--- src/bod_pkg.sv ---
// ----------------------------------------------------------------------------
// bod_pkg: shared types and constants for the object identifier decoder
// Holds the result layout, status codes, parse phases and fixed constants.
// ----------------------------------------------------------------------------
package bod_pkg;

  localparam logic [7:0] OidTag       = 8'h06;
  localparam logic [7:0] CapacityRst  = 8'd32;
  localparam logic [2:0] MaxSeptets   = 3'd5;
  localparam int unsigned ArcW        = 32;
  localparam int unsigned IdxW        = 8;

  typedef enum logic [2:0] {
    ST_ARC      = 3'd0,
    ST_BAD_TAG  = 3'd1,
    ST_BAD_LEN  = 3'd2,
    ST_TOO_MANY = 3'd3,
    ST_TRUNC    = 3'd4
  } status_e;

  typedef enum logic [1:0] {
    PH_TAG  = 2'd0,
    PH_LEN  = 2'd1,
    PH_BODY = 2'd2
  } phase_e;

  typedef struct packed {
    logic [ArcW-1:0] arc_value;
    logic [IdxW-1:0] arc_index;
    status_e         status;
    logic            last;
  } result_t;

  typedef struct packed {
    logic [1:0] count;
    result_t    res0;
    result_t    res1;
  } decode_t;

endpackage

--- src/ber_oid_decoder.sv ---
// ----------------------------------------------------------------------------
// ber_oid_decoder: BER object identifier decoder
// Parses tag, length and content bytes and emits one item per decoded arc or error.
// ----------------------------------------------------------------------------
// Each accepted byte is held in an input register and decoded from there into
// zero, one or two result items, which enter a two-entry output queue. One
// byte is taken per cycle while the queue has room; the first content byte
// yields two items, so the output port sets the pace there. Errors produce a
// single item with tlast set, and the decoder then waits for a fresh tag byte.
module ber_oid_decoder (
  input  logic        clk_i,
  input  logic        rst_ni,
  input  logic        cfg_we_i,
  input  logic [7:0]  cfg_wdata_i,
  input  logic        s_axis_tvalid,
  output logic        s_axis_tready,
  // byte_in
  input  logic [7:0]  s_axis_tdata,
  output logic        m_axis_tvalid,
  input  logic        m_axis_tready,
  // arc_value [31:0], arc_index [39:32], status [42:40], zero fill [47:43]
  output logic [47:0] m_axis_tdata,
  output logic        m_axis_tlast
);

  logic [7:0] capacity_q;
  logic       in_valid_q;
  logic [7:0] in_byte_q;
  logic       consume;
  logic       room;
  logic       pop;
  bod_pkg::decode_t dec;
  bod_pkg::result_t head;

  assign pop           = m_axis_tvalid && m_axis_tready;
  assign consume       = in_valid_q && room;
  assign s_axis_tready = !in_valid_q || consume;

  always_ff @(posedge clk_i or negedge rst_ni) begin
    if (!rst_ni) begin
      capacity_q <= bod_pkg::CapacityRst;
      in_valid_q <= 1'b0;
    end else begin
      if (cfg_we_i) begin
        capacity_q <= cfg_wdata_i;
      end
      if (s_axis_tready) begin
        in_valid_q <= s_axis_tvalid;
      end
    end
  end

  always_ff @(posedge clk_i) begin
    if (s_axis_tready && s_axis_tvalid) begin
      in_byte_q <= s_axis_tdata;
    end
  end

  bod_core u_core (
    .clk_i      (clk_i),
    .rst_ni     (rst_ni),
    .byte_i     (in_byte_q),
    .consume_i  (consume),
    .capacity_i (capacity_q),
    .dec_o      (dec)
  );

  bod_outq u_outq (
    .clk_i   (clk_i),
    .rst_ni  (rst_ni),
    .dec_i   (dec),
    .push_i  (consume),
    .pop_i   (pop),
    .room_o  (room),
    .valid_o (m_axis_tvalid),
    .head_o  (head)
  );

  assign m_axis_tdata = {5'd0, head.status, head.arc_index, head.arc_value};
  assign m_axis_tlast = head.last;

endmodule

--- src/bod_core.sv ---
// ----------------------------------------------------------------------------
// bod_core: parse state and per-byte decode
// Decodes the registered input byte into up to two results and updates the
// parse state when the byte is consumed.
// ----------------------------------------------------------------------------
module bod_core (
  input  logic               clk_i,
  input  logic               rst_ni,
  input  logic [7:0]         byte_i,
  input  logic               consume_i,
  input  logic [7:0]         capacity_i,
  output bod_pkg::decode_t   dec_o
);

  bod_pkg::phase_e phase_q, phase_d;
  logic [6:0]  bytes_left_q, bytes_left_d;
  logic [31:0] arc_accum_q, arc_accum_d;
  logic [2:0]  septet_q, septet_d;
  logic [7:0]  arcs_done_q, arcs_done_d;

  logic [15:0] div_prod;
  logic [2:0]  quot;
  logic [7:0]  remd;
  logic [6:0]  bl_next;
  logic        done;
  logic [31:0] acc_base;
  logic [31:0] acc_new;
  logic [2:0]  septet_new;
  logic [7:0]  arcs_less;

  assign div_prod   = byte_i * 8'd205;
  assign quot       = div_prod[15:13];
  assign remd       = byte_i - ({5'd0, quot} * 8'd40);
  assign bl_next    = bytes_left_q - 7'd1;
  assign done       = (bl_next == 7'd0);
  assign acc_base   = (septet_q == 3'd0) ? 32'd0 : arc_accum_q;
  assign acc_new    = {acc_base[24:0], byte_i[6:0]};
  assign septet_new = septet_q + 3'd1;
  assign arcs_less  = arcs_done_q - 8'd1;

  always_comb begin
    phase_d      = phase_q;
    bytes_left_d = bytes_left_q;
    arc_accum_d  = arc_accum_q;
    septet_d     = septet_q;
    arcs_done_d  = arcs_done_q;
    dec_o.count  = 2'd0;
    dec_o.res0   = '{arc_value: '0, arc_index: '0, status: bod_pkg::ST_ARC, last: 1'b0};
    dec_o.res1   = '{arc_value: '0, arc_index: '0, status: bod_pkg::ST_ARC, last: 1'b0};
    case (phase_q)
      bod_pkg::PH_LEN: begin
        if ((byte_i == 8'd0) || byte_i[7]) begin
          phase_d           = bod_pkg::PH_TAG;
          bytes_left_d      = '0;
          dec_o.count       = 2'd1;
          dec_o.res0.status = bod_pkg::ST_BAD_LEN;
          dec_o.res0.last   = 1'b1;
        end else begin
          phase_d      = bod_pkg::PH_BODY;
          bytes_left_d = byte_i[6:0];
          arc_accum_d  = '0;
          septet_d     = '0;
          arcs_done_d  = '0;
        end
      end
      bod_pkg::PH_BODY: begin
        bytes_left_d = bl_next;
        if (arcs_done_q == 8'd0) begin
          dec_o.count          = 2'd2;
          dec_o.res0.arc_value = {29'd0, quot};
          dec_o.res1.arc_value = {24'd0, remd};
          dec_o.res1.arc_index = 8'd1;
          dec_o.res1.last      = done;
          arcs_done_d          = 8'd2;
        end else if ((septet_q == 3'd0) && (arcs_less >= capacity_i)) begin
          dec_o.count          = 2'd1;
          dec_o.res0.arc_index = arcs_done_q;
          dec_o.res0.status    = bod_pkg::ST_TOO_MANY;
          dec_o.res0.last      = 1'b1;
        end else if (!byte_i[7] || (septet_new >= bod_pkg::MaxSeptets)) begin
          dec_o.count          = 2'd1;
          dec_o.res0.arc_value = acc_new;
          dec_o.res0.arc_index = arcs_done_q;
          dec_o.res0.last      = done;
          arcs_done_d          = arcs_done_q + 8'd1;
          arc_accum_d          = '0;
          septet_d             = '0;
        end else if (done) begin
          dec_o.count          = 2'd1;
          dec_o.res0.arc_index = arcs_done_q;
          dec_o.res0.status    = bod_pkg::ST_TRUNC;
          dec_o.res0.last      = 1'b1;
        end else begin
          arc_accum_d = acc_new;
          septet_d    = septet_new;
        end
        if (dec_o.res0.last || dec_o.res1.last) begin
          phase_d      = bod_pkg::PH_TAG;
          bytes_left_d = '0;
          arc_accum_d  = '0;
          septet_d     = '0;
          arcs_done_d  = '0;
        end
      end
      default: begin
        phase_d      = bod_pkg::PH_TAG;
        bytes_left_d = '0;
        arc_accum_d  = '0;
        septet_d     = '0;
        arcs_done_d  = '0;
        if (byte_i != bod_pkg::OidTag) begin
          dec_o.count       = 2'd1;
          dec_o.res0.status = bod_pkg::ST_BAD_TAG;
          dec_o.res0.last   = 1'b1;
        end else begin
          phase_d = bod_pkg::PH_LEN;
        end
      end
    endcase
  end

  always_ff @(posedge clk_i or negedge rst_ni) begin
    if (!rst_ni) begin
      phase_q      <= bod_pkg::PH_TAG;
      bytes_left_q <= '0;
      arc_accum_q  <= '0;
      septet_q     <= '0;
      arcs_done_q  <= '0;
    end else if (consume_i) begin
      phase_q      <= phase_d;
      bytes_left_q <= bytes_left_d;
      arc_accum_q  <= arc_accum_d;
      septet_q     <= septet_d;
      arcs_done_q  <= arcs_done_d;
    end
  end

endmodule

--- src/bod_outq.sv ---
// ----------------------------------------------------------------------------
// bod_outq: two-entry result queue
// Takes up to two results per cycle when there is room and hands them out one per cycle while they are popped.
// ----------------------------------------------------------------------------
module bod_outq (
  input  logic               clk_i,
  input  logic               rst_ni,
  input  bod_pkg::decode_t   dec_i,
  input  logic               push_i,
  input  logic               pop_i,
  output logic               room_o,
  output logic               valid_o,
  output bod_pkg::result_t   head_o
);

  bod_pkg::result_t slot_q [2];
  bod_pkg::result_t slot_d [2];
  logic [1:0] count_q, count_d;
  logic [1:0] keep;
  logic [1:0] add;

  assign keep    = count_q - {1'b0, pop_i};
  assign add     = push_i ? dec_i.count : 2'd0;
  assign room_o  = ({1'b0, dec_i.count} + {1'b0, keep}) <= 3'd2;
  assign valid_o = (count_q != 2'd0);
  assign head_o  = slot_q[0];
  assign count_d = keep + add;

  always_comb begin
    slot_d[0] = pop_i ? slot_q[1] : slot_q[0];
    slot_d[1] = slot_q[1];
    if (keep == 2'd0) begin
      slot_d[0] = dec_i.res0;
      slot_d[1] = dec_i.res1;
    end else if (keep == 2'd1) begin
      slot_d[1] = dec_i.res0;
    end
  end

  always_ff @(posedge clk_i or negedge rst_ni) begin
    if (!rst_ni) begin
      count_q <= '0;
    end else begin
      count_q <= count_d;
    end
  end

  always_ff @(posedge clk_i) begin
    slot_q[0] <= slot_d[0];
    slot_q[1] <= slot_d[1];
  end

endmodule

--- config.mk ---
export PLATFORM = sky130hd
export DESIGN_NAME = ber_oid_decoder
export DESIGN_NICKNAME = d
export VERILOG_FILES = /design/src/bod_pkg.sv /design/src/ber_oid_decoder.sv /design/src/bod_core.sv /design/src/bod_outq.sv
export SDC_FILE = /design/constraint.sdc
export NUM_CORES = 1
export LEC_CHECK = 0
export ABC_AREA = 1
export CAP_MARGIN = 20
export CORE_MARGIN = 8
export CORE_UTILIZATION = 40
export CTS_CLUSTER_DIAMETER = 40
export DETAILED_ROUTE_END_ITERATION = 12
export DONT_BUFFER_PORTS = 1
export GPL_TIMING_DRIVEN = 0
export PLACE_DENSITY = 0.65
export SYNTH_ARGS = -nofsm -noshare
export SYNTH_HDL_FRONTEND = slang
export SYNTH_SLANG_ARGS = --single-unit
--- constraint.sdc ---
create_clock -name clk_i -period 5.1 [get_ports clk_i]
set_input_delay 0.765 -clock clk_i [delete_from_list [all_inputs] [get_ports clk_i]]
set_output_delay 0.765 -clock clk_i [all_outputs]
set_load 0.02 [all_outputs]
==> results.json, run 1 <==
{
  "via_per_inst": 4.91,
  "hold_violations": 0,
  "max_cap_viol_count": 0,
  "fmax_mhz": 203,
  "dp_hpwl_mm": 15.6,
  "slowest_delay_ns": 0.51,
  "status": "finished clean",
  "cts_buffers": 17,
  "synthAdderAreaFrac_pct": 13.0,
  "cts_sinks": 152,
  "critPathMaxFanout": 3,
  "cts_buffer_depth": 2,
  "min_period_ns": 4.93,
  "r2r-end": "u_outq.slot_q[0][63]$_DFFE_PP_",
  "firstDrtPassIters": 5,
  "path_class": "register to register",
  "synth-edff-count": 62,
  "grt_max_degree": 57,
  "synth_compound_gate_area_share_pct": 10.4,
  "seq_area_um2": 3950,
  "ys.flop_type": "edfxtp_1",
  "cpMostUsedCell": "ha_4",
  "critPathLaunch": "in_byte_q[5]$_DFFE_PP_",
  "synth_top_family_by_area": "simple AND/OR/NAND/NOR gates",
  "drtIter0Drc": 571,
  "portBuffers": 0,
  "synth_mux_area_share_pct": 0.228,
  "nFillCells": 2186,
  "die_y_um": 169,
  "multi_input_area_um2": 4560,
  "clk_pin_slew_ns": 0.07,
  "synth_cell_type_count": 48,
  "synth_seq_cells": 152,
  "reg2reg_depth": 23,
  "hold_class": "input pin to asynchronous set/reset pin",
  "syn_inst": 1096,
  "drc_errors": 0,
  "diodes": 0,
  "antenna_found_initial": 0,
  "r2r-start": "in_byte_q[5]$_DFFE_PP_",
  "fp.dieW_um": 169,
  "async_reset_ff_share_pct": 36.8,
  "synth-simple-area-share_pct": 20.5,
  "grt_usage_pct": 15.8,
  "critPathArrivalTime_ns": 5.11,
  "wl_mm": 22.1,
  "relSlewSlack_pct": 45.3,
  "synth-xor-area-share_pct": 1.78,
  "clockRootBuffer": "clkbuf_16",
  "synth.cell_area_um2": 9340,
  "endpoint_kind": "register",
  "place.gp.congestion": 0.883,
  "start_util_pct": 40.3,
  "grt_first_pass_wirelength_mm": 35.9,
  "tritoncts": "yes",
  "yosysWarnings": 0,
  "slowest_stage": "fa_1",
  "clock_latency_ns": 0.44,
  "nets": 1252,
  "tightest_slew_ns": 0.818,
  "grt_overflow_total": 0,
  "rsz0062_at_grt": "true",
  "drive_gt1_share_pct": 20.6,
  "via_count": 7231,
  "core_um2": 23200,
  "routedWlPerCell_um": 15.0,
  "critPathRequiredTime_ns": 5.28,
  "fin_hold_ws_ns": 0.0208,
  "post-route-period-util_pct": 96.6,
  "report.final.slew_viol_count": 0,
  "ys_seq_area_share_pct": 42.3,
  "crit_chain": "ha_4, inv_1, fa_1, fa_1, fa_1, inv_1, ha_4, a21oi_4, o21bai_1, a21oi_2, nand2_1, nand2_2, nand2_4, ha_4, ha_4, inv_2, ha_4, nand2_1, o21ai_2, xor2_1, nand3_1, nand2_1, o21ai_1",
  "rows": 56,
  "setup_viol": 0,
  "antenna_left": 0,
  "htree_levels": 4,
  "grt_pass1_vias": 7031,
  "r2r_setup_slack_ns": 0.17,
  "die_area_um2": 28500,
  "ioPinCount": 72,
  "area_delta_synth_final_pct": 16.0,
  "critPathLaunchType": "register",
  "clock_skew_ns": 0.0116,
  "cp-endpoint": "u_outq.slot_q[0][63]$_DFFE_PP_",
  "avgSynthCellArea_um2": 8.52
}
[critical path: cells and delay by family, from the launching register on]
family / cells / cell delay [ns]
AO/OA/AOI/OAI: 5 / 0.65
XOR/XNOR: 1 / 0.20
adder cells (fa/ha/maj): 8 / 2.70
buffers and inverters: 3 / 0.15
flip-flops: 1 / 0.49
AND/OR/NAND/NOR: 6 / 0.47
[cell usage after synthesis (all sizes together) (13+ instances only)]
cell | number | area [um2]
nand3 | 57 | 308
o21ai | 120 | 717
nand2 | 291 | 1110
dfrtp | 55 | 1380
xor2 | 16 | 140
nor2 | 78 | 353
clkbuf | 18 | 67.6
a21oi | 28 | 140
inv | 131 | 497
dfxtp | 34 | 681
buf | 72 | 546
ha | 76 | 951
fa | 13 | 260
edfxtp | 62 | 1860
[state kept, by name, summed over array words and instances (netlist names), 3 cells and up]
| name | count |
|---|---|
| u_core.septet_q | 3 |
| u_outq.slot_q | 88 |
| in_byte_q | 8 |
| u_core.arc_accum_q | 25 |
| u_core.arcs_done_q | 8 |
| u_core.bytes_left_q | 7 |
| capacity_q | 8 |
[area by class of cell]
cell class / count / share of cell area [%]
buffer: 90 / 5.66
clock buffer: 17 / 3.93
clock inverter: 15 / 1.64
inverter: 131 / 4.62
multi-input combinational: 727 / 42.1
sequential: 152 / 36.4
tap: 319 / 3.69
timing repair buffer: 23 / 1.91
[layer usage]
metal / vias to the layer above / GRT usage [%] / wire length [um]
li1: 3595 / - / -
met1: 3403 / 20.9 / 10300
met2: 199 / 25.1 / 10100
met3: 34 / 3.96 / 1280
met4: 0 / 5.01 / 460
met5: - / 0 / 0
[worst min-delay path by stage]
stage | from | endpoint | slack (ns) | cells after the start
after floorplan | u_outq.slot_q[0][45]$_SDFFE_PN0P_ | u_outq.slot_q[0][45]$_SDFFE_PN0P_ | 0.43 | 2
after global placement | u_outq.slot_q[0][45]$_SDFFE_PN0P_ | u_outq.slot_q[0][45]$_SDFFE_PN0P_ | 0.44 | 2
after detailed placement | u_outq.slot_q[0][51]$_SDFFE_PN0P_ | u_outq.slot_q[0][51]$_SDFFE_PN0P_ | 0.45 | 2
after CTS | rst_ni | in_valid_q$_DFFE_PN0P_ | 0.002 | 0
after global routing | rst_ni | u_core.arcs_done_q[2]$_DFFE_PN0P_ | 0.001 | 0
final | rst_ni | capacity_q[2]$_DFFE_PN0P_ | 0.02 | 0
[cell usage in the layout, fill, tap and decap left out, drive strengths merged, types with 5 or more instances in the layout]
| master | Yosys | routed |
|---|---|---|
| o21ai | 120 | 120 |
| conb | 1 | 5 |
| buf | 72 | 94 |
| nand3 | 57 | 57 |
| nand4 | 12 | 12 |
| ha | 76 | 76 |
| dfxtp | 34 | 34 |
| clkinv | 0 | 6 |
| xor2 | 16 | 16 |
| fa | 13 | 13 |
| a21oi | 28 | 28 |
| dfrtp | 55 | 55 |
| nor2 | 78 | 78 |
| o22ai | 5 | 5 |
| edfxtp | 62 | 62 |
| clkbuf | 18 | 35 |
| inv | 131 | 138 |
| nand2 | 291 | 291 |
[per-stage QoR]
step                      cell area, um2  std cells  TNS, ns  util [%]  worst slack, ns
after floorplan                     9350       1100        0         -            0.174
after global placement              9750       1419   -0.431      42.0           -0.332
after global routing               10800       1474  -0.0444      46.7          -0.0444
final                              10800       1474        0      46.7            0.173
after CTS                          10500       1466        0      45.4          0.00345
after detailed placement            9780       1420   -0.542      42.2           -0.383
[logic make-up after synthesis]
| logic type | after synthesis |
|---|---|
| simple gates | 448 |
| xor+xnor | 19 |
| compound gates | 164 |
| flops | 152 |
| fa+ha+maj | 89 |
| other cells | 1 |
| buf+inv | 221 |
| mux | 2 |
[what timing repair did]
action,CTS,global route
hold buffers,0,1
endpoints found under the hold margin,0,9
buffers inserted,14,7
setup endpoints to repair,2,16
pin swaps,4,28
gates resized for setup,11,47
Power of run 1 is left out: the tool's default activity adds up to more than one toggle a clock period on the data nets, which glitch-free logic cannot reach.
==> inputs of run 2 (changes only) <==
Settings changed: CORE_ASPECT_RATIO from default to 0.5.
==> run 2 against run 1 <==
Sequential cell count did not move. Die area rose by 1.0%. Register-to-register slack got worse by 0.15 ns. Critical path type unchanged. Hold slack improved by 0.0047 ns. Highest routed layer unchanged. Cell area fell by 1.5%. Via count rose by 1.7%. Worst setup slack got worse by 0.15 ns. Global-route usage rose by 0.41 points. Count of clock-buffer cells in the layout rose by 2.
==> results.json, run 2 (synthesized netlist as in run 1, its figures left out) <==
{
  "max_cap_viol_count": 0,
  "r2r-start": "in_byte_q[1]$_DFFE_PP_",
  "utilization_pct": 46.6,
  "via_per_inst": 5.04,
  "top_register": "u_outq.slot_q",
  "ioPinCount": 72,
  "clock_latency_ns": 0.44,
  "nFillCells": 2151,
  "antenna_left": 0,
  "cts_buffer_depth": 2,
  "m1WireLength_mm": 10.7,
  "grt_pass1_vias": 7184,
  "reg2reg_depth": 25,
  "die_y_um": 124,
  "diodes": 0,
  "nets": 1250,
  "die_area_um2": 28800,
  "dr_wl_met3_mm": 1.32,
  "portBuffers": 0,
  "critPathRequiredTime_ns": 5.30,
  "cpMostUsedCell": "ha_4",
  "clockRootBuffer": "clkbuf_16",
  "grt_overflow_total": 0,
  "fmax_mhz": 197,
  "top_layer_used": "met4",
  "hold_violations": 0,
  "layout_commonest_cell": "nand2_1",
  "routedWlPerCell_um": 15.7,
  "via_count": 7356,
  "endpoint_kind": "register",
  "wl_met2_mm": 10.5,
  "post-route-period-util_pct": 99.6,
  "htree_levels": 4,
  "slowest_stage": "fa_1",
  "rows": 39,
  "drtIter0Drc": 585,
  "final_cell_mix": "nand2_1, inv_1, buf_4",
  "tritoncts": "yes",
  "largest_reg_flops": 88,
  "drive_gt1_share_pct": 18.8,
  "critPathLaunchType": "register",
  "firstDrtPassIters": 7,
  "relSlewSlack_pct": 33.2,
  "grt_first_pass_wirelength_mm": 37.1,
  "clock_skew_ns": 0.0143,
  "core_um2": 22900,
  "antenna_found_initial": 0,
  "dp_hpwl_mm": 16.7,
  "critPathArrivalTime_ns": 5.28,
  "report.final.slew_viol_count": 0,
  "start_util_pct": 40.8,
  "status": "finished clean",
  "grt_usage_pct": 16.2,
  "min_period_ns": 5.08,
  "tightest_slew_ns": 1.00,
  "r2r_setup_slack_ns": 0.02,
  "reg.largest.list": "u_outq.slot_q (88), u_core.arc_accum_q (25)",
  "clk_pin_slew_ns": 0.07,
  "cts_buffers": 17,
  "slowest_delay_ns": 0.59,
  "area_delta_synth_final_pct": 14.3,
  "place.gp.congestion": 0.861,
  "path_class": "register to register",
  "fp.dieW_um": 232,
  "hold_class": "input pin to asynchronous set/reset pin",
  "setup_viol": 0,
  "rsz0062_at_grt": "true",
  "drc_errors": 0,
  "r2r-end": "u_outq.slot_q[0][63]$_DFFE_PP_",
  "cts_sinks": 152,
  "wl_mm": 23.0,
  "grt_max_degree": 57,
  "critPathMaxFanout": 3
}
## run 2: layout make-up
cell class	count	area (um2)	share of cell area, %
Tap cell	307	384	3.60
Clock buffer	19	433	4.06
Buffer	90	613	5.75
Sequential cell	152	3950	37.0
Timing Repair Buffer	21	174	1.63
Clock inverter	13	146	1.37
Multi-Input combinational cell	727	4480	42.0
Inverter	131	497	4.65
## run 2: critical path, delay by kind of cell, from the launching register on
| family | cells | cell delay, ns |
|---|---|---|
| compound gates | 4 | 0.32 |
| xor+xnor | 1 | 0.22 |
| fa+ha+maj | 8 | 2.91 |
| buf+inv | 5 | 0.35 |
| flops | 1 | 0.51 |
| simple gates | 7 | 0.52 |
## run 2: worst max path at each step
| stage | depth (start not counted) | slack (ns) | endpoint | start |
|---|---|---|---|---|
| after floorplan | 23 | 0.17 | u_outq.slot_q[0][63]$_DFFE_PP_ | in_byte_q[6]$_DFFE_PP_ |
| after global placement | 23 | -0.34 | u_outq.slot_q[0][63]$_DFFE_PP_ | in_byte_q[5]$_DFFE_PP_ |
| after detailed placement | 23 | -0.42 | u_outq.slot_q[0][63]$_DFFE_PP_ | in_byte_q[1]$_DFFE_PP_ |
| after CTS | 26 | 0.006 | u_outq.slot_q[0][63]$_DFFE_PP_ | in_byte_q[2]$_DFFE_PP_ |
| after global routing | 22 | -0.21 | u_outq.slot_q[0][63]$_DFFE_PP_ | in_byte_q[1]$_DFFE_PP_ |
| final | 25 | 0.02 | u_outq.slot_q[0][63]$_DFFE_PP_ | in_byte_q[1]$_DFFE_PP_ |
## run 2: per-stage QoR
step / instances / hold WS [ns] / TNS (ns) / instance area (um2) / setup WS [ns]
2_1_floorplan: 1100 / 0.429 / 0 / 9350 / 0.174
3_3_place_gp: 1407 / 0.441 / -0.425 / 9740 / -0.340
3_5_place_dp: 1408 / 0.448 / -0.594 / 9760 / -0.417
4_1_cts: 1452 / 0.00867 / 0 / 10500 / 0.00587
5_1_grt: 1460 / 0.00621 / -0.215 / 10700 / -0.215
6_report: 1460 / 0.0255 / 0 / 10700 / 0.0203
## run 2: timing repair
item	in CTS	in global routing
pin swaps	7	18
hold buffers	0	0
setup buffers	12	8
endpoints found under the setup margin	2	6
gates resized for setup	14	20
endpoints found under the hold margin	0	0
## run 2: metal layers
metal / track usage (%) / vias up
li1: - / 3594
met4: 5.48 / 0
met1: 21.7 / 3525
met5: 0 / -
met2: 26.3 / 202
met3: 3.18 / 35
Power of run 2 is left out for the same reason.
==> inputs of run 3 (changes only) <==
Settings changed: REMOVE_ABC_BUFFERS from default to 1.
==> run 3 against run 2 <==
Sequential share of layout area is 1.1 points higher. Hold slack better by 0.0041 ns. Global-route usage down 1.2 points. Clock skew fell by 0.0040 ns. Critical path type unchanged. Register-to-register slack improved by 0.10 ns. Sequential cell count did not move. Count of clock-buffer cells in the layout grew 1. Non-clock buffer count shrank 74. Utilization decreased by 1.3 points. Critical endpoint unchanged. Highest routed layer unchanged. Final cell count shrank 5.1%.
==> results.json, run 3 (synthesized netlist as in run 1, its figures left out) <==
{
  "status": "finished clean",
  "die_area_um2": 28800,
  "tightest_slew_ns": 0.927,
  "clock_skew_ns": 0.0102,
  "reg2reg_depth": 26,
  "core_um2": 22900,
  "fp.dieW_um": 232,
  "cts_buffer_depth": 2,
  "wl_mm": 21.2,
  "grt_usage_pct": 15.0,
  "antenna_found_initial": 0,
  "cts_buffers": 17,
  "reg.largest.list": "u_outq.slot_q (88), u_core.arc_accum_q (25)",
  "setup_viol": 0,
  "grt_first_pass_wirelength_mm": 34.8,
  "critPathMaxFanout": 4,
  "critPathLaunch": "in_byte_q[6]$_DFFE_PP_",
  "rows": 39,
  "dp_hpwl_mm": 14.6,
  "drc_errors": 0,
  "hold_class": "input pin to asynchronous set/reset pin",
  "clockRootBuffer": "clkbuf_16",
  "rsz0062_at_grt": "true",
  "grt_pass1_vias": 6769,
  "place.gp.congestion": 0.879,
  "critPathRequiredTime_ns": 5.28,
  "routedWlPerCell_um": 15.3,
  "largest_reg_flops": 88,
  "relSlewSlack_pct": 38.0,
  "start_util_pct": 40.8,
  "grt_max_degree": 72,
  "hold_violations": 0,
  "max_cap_viol_count": 0,
  "top_register": "u_outq.slot_q",
  "pre_cts_slack_ns": -0.363,
  "r2r-start": "in_byte_q[6]$_DFFE_PP_",
  "diodes": 0,
  "grt_overflow_total": 0,
  "cts_hold_buffers": 0,
  "layout_commonest_cell": "nand2_1",
  "via_count": 6875,
  "cts_sinks": 152,
  "firstDrtPassIters": 5,
  "min_period_ns": 4.98,
  "critPathLaunchType": "register",
  "fmax_mhz": 201,
  "post-route-period-util_pct": 97.6,
  "r2r_setup_slack_ns": 0.12,
  "antenna_left": 0,
  "htree_levels": 4,
  "die_y_um": 124,
  "tritoncts": "yes",
  "r2r-end": "u_outq.slot_q[0][63]$_DFFE_PP_",
  "area_delta_synth_final_pct": 11.0,
  "path_class": "register to register",
  "clk_pin_slew_ns": 0.07,
  "clock_latency_ns": 0.43,
  "ioPinCount": 72,
  "cp-endpoint": "u_outq.slot_q[0][63]$_DFFE_PP_",
  "nets": 1176,
  "critPathArrivalTime_ns": 5.16,
  "portBuffers": 0,
  "drive_gt1_share_pct": 16.3,
  "drtIter0Drc": 541,
  "via_per_inst": 4.96,
  "setup_ws_ns": 0.124,
  "final_cell_mix": "nand2_1, inv_1, nor2_1",
  "endpoint_kind": "register",
  "report.final.slew_viol_count": 0
}
## run 3: cell count changes in the layout (fill, tap and decap cells not counted), sizes merged
cell,previous run,this run
clkinv,6,4
clkbuf,37,20
clkinvlp,1,2
buf,93,37
## run 3: stage by stage
step                utilization (%)  hold slack (ns)  TNS [ns]  area [um2]  std cells
finish                         45.3           0.0296         0       10400       1386
global route                   45.3          0.00650    -0.162       10400       1386
CTS                            44.1           0.0115         0       10100       1375
detailed placement             40.6            0.449    -0.510        9290       1324
global placement               39.9            0.440   -106.28        9120       1317
floorplan                         -            0.429         0        8740       1010
## run 3: worst max-delay path: stages, from the launching register on
cell and delay [ns]:
edfxtp_1 0.47, buf_6 0.16, clkinvlp_4 0.12, ha_4 0.28, inv_1 0.05, fa_1 0.53, inv_1 0.05, fa_1 0.54
ha_4 0.23, ha_4 0.28, nand2_2 0.07, nor2_2 0.13, nand4_1 0.12, nand3_1 0.09, nand2_1 0.06, nand2_2 0.10
inv_2 0.07, ha_4 0.17, ha_4 0.26, inv_2 0.04, ha_4 0.27, nand2_2 0.05, o21ai_2 0.16, xor2_1 0.21
nand3_1 0.09, nand2_1 0.07, o21ai_1 0.05
## run 3: worst min-delay path by stage
stage | from | end | slack [ns] | cells past startpoint
CTS | rst_ni | capacity_q[1]$_DFFE_PN0P_ | 0.01 | 0
finish | rst_ni | u_core.bytes_left_q[0]$_DFFE_PN0N_ | 0.03 | 0
global route | rst_ni | u_core.bytes_left_q[0]$_DFFE_PN0N_ | 0.007 | 0
detailed placement | u_outq.slot_q[0][53]$_SDFFE_PN0P_ | u_outq.slot_q[0][53]$_SDFFE_PN0P_ | 0.45 | 2
global placement | u_outq.slot_q[0][45]$_SDFFE_PN0P_ | u_outq.slot_q[0][45]$_SDFFE_PN0P_ | 0.44 | 2
floorplan | u_outq.slot_q[0][45]$_SDFFE_PN0P_ | u_outq.slot_q[0][45]$_SDFFE_PN0P_ | 0.43 | 2
## run 3: repair_timing
item | in CTS | in global routing
setup buffers | 19 | 9
setup endpoints to repair | 2 | 3
pin swaps | 7 | 22
resized for setup | 14 | 33
## run 3: layer usage
layer  track usage [%]  vias to the layer above  part of all wire [%]
met5                 0                        -                     0
met4              3.91                        0                  0.93
met3              4.30                       17                   6.1
met2              24.2                      168                    46
met1              19.8                     3236                    47
li1                  -                     3454                     -
## run 3: area by class of cell
type / instances / area (um2)
Fill cell: 2121 / 12500
Tap cell: 307 / 384
Inverter: 131 / 500
Clock inverter: 12 / 139
Sequential cell: 152 / 3950
Clock buffer: 20 / 447
Timing Repair Buffer: 37 / 422
Multi-Input combinational cell: 727 / 4530
Power of run 3 is left out for the same reason.
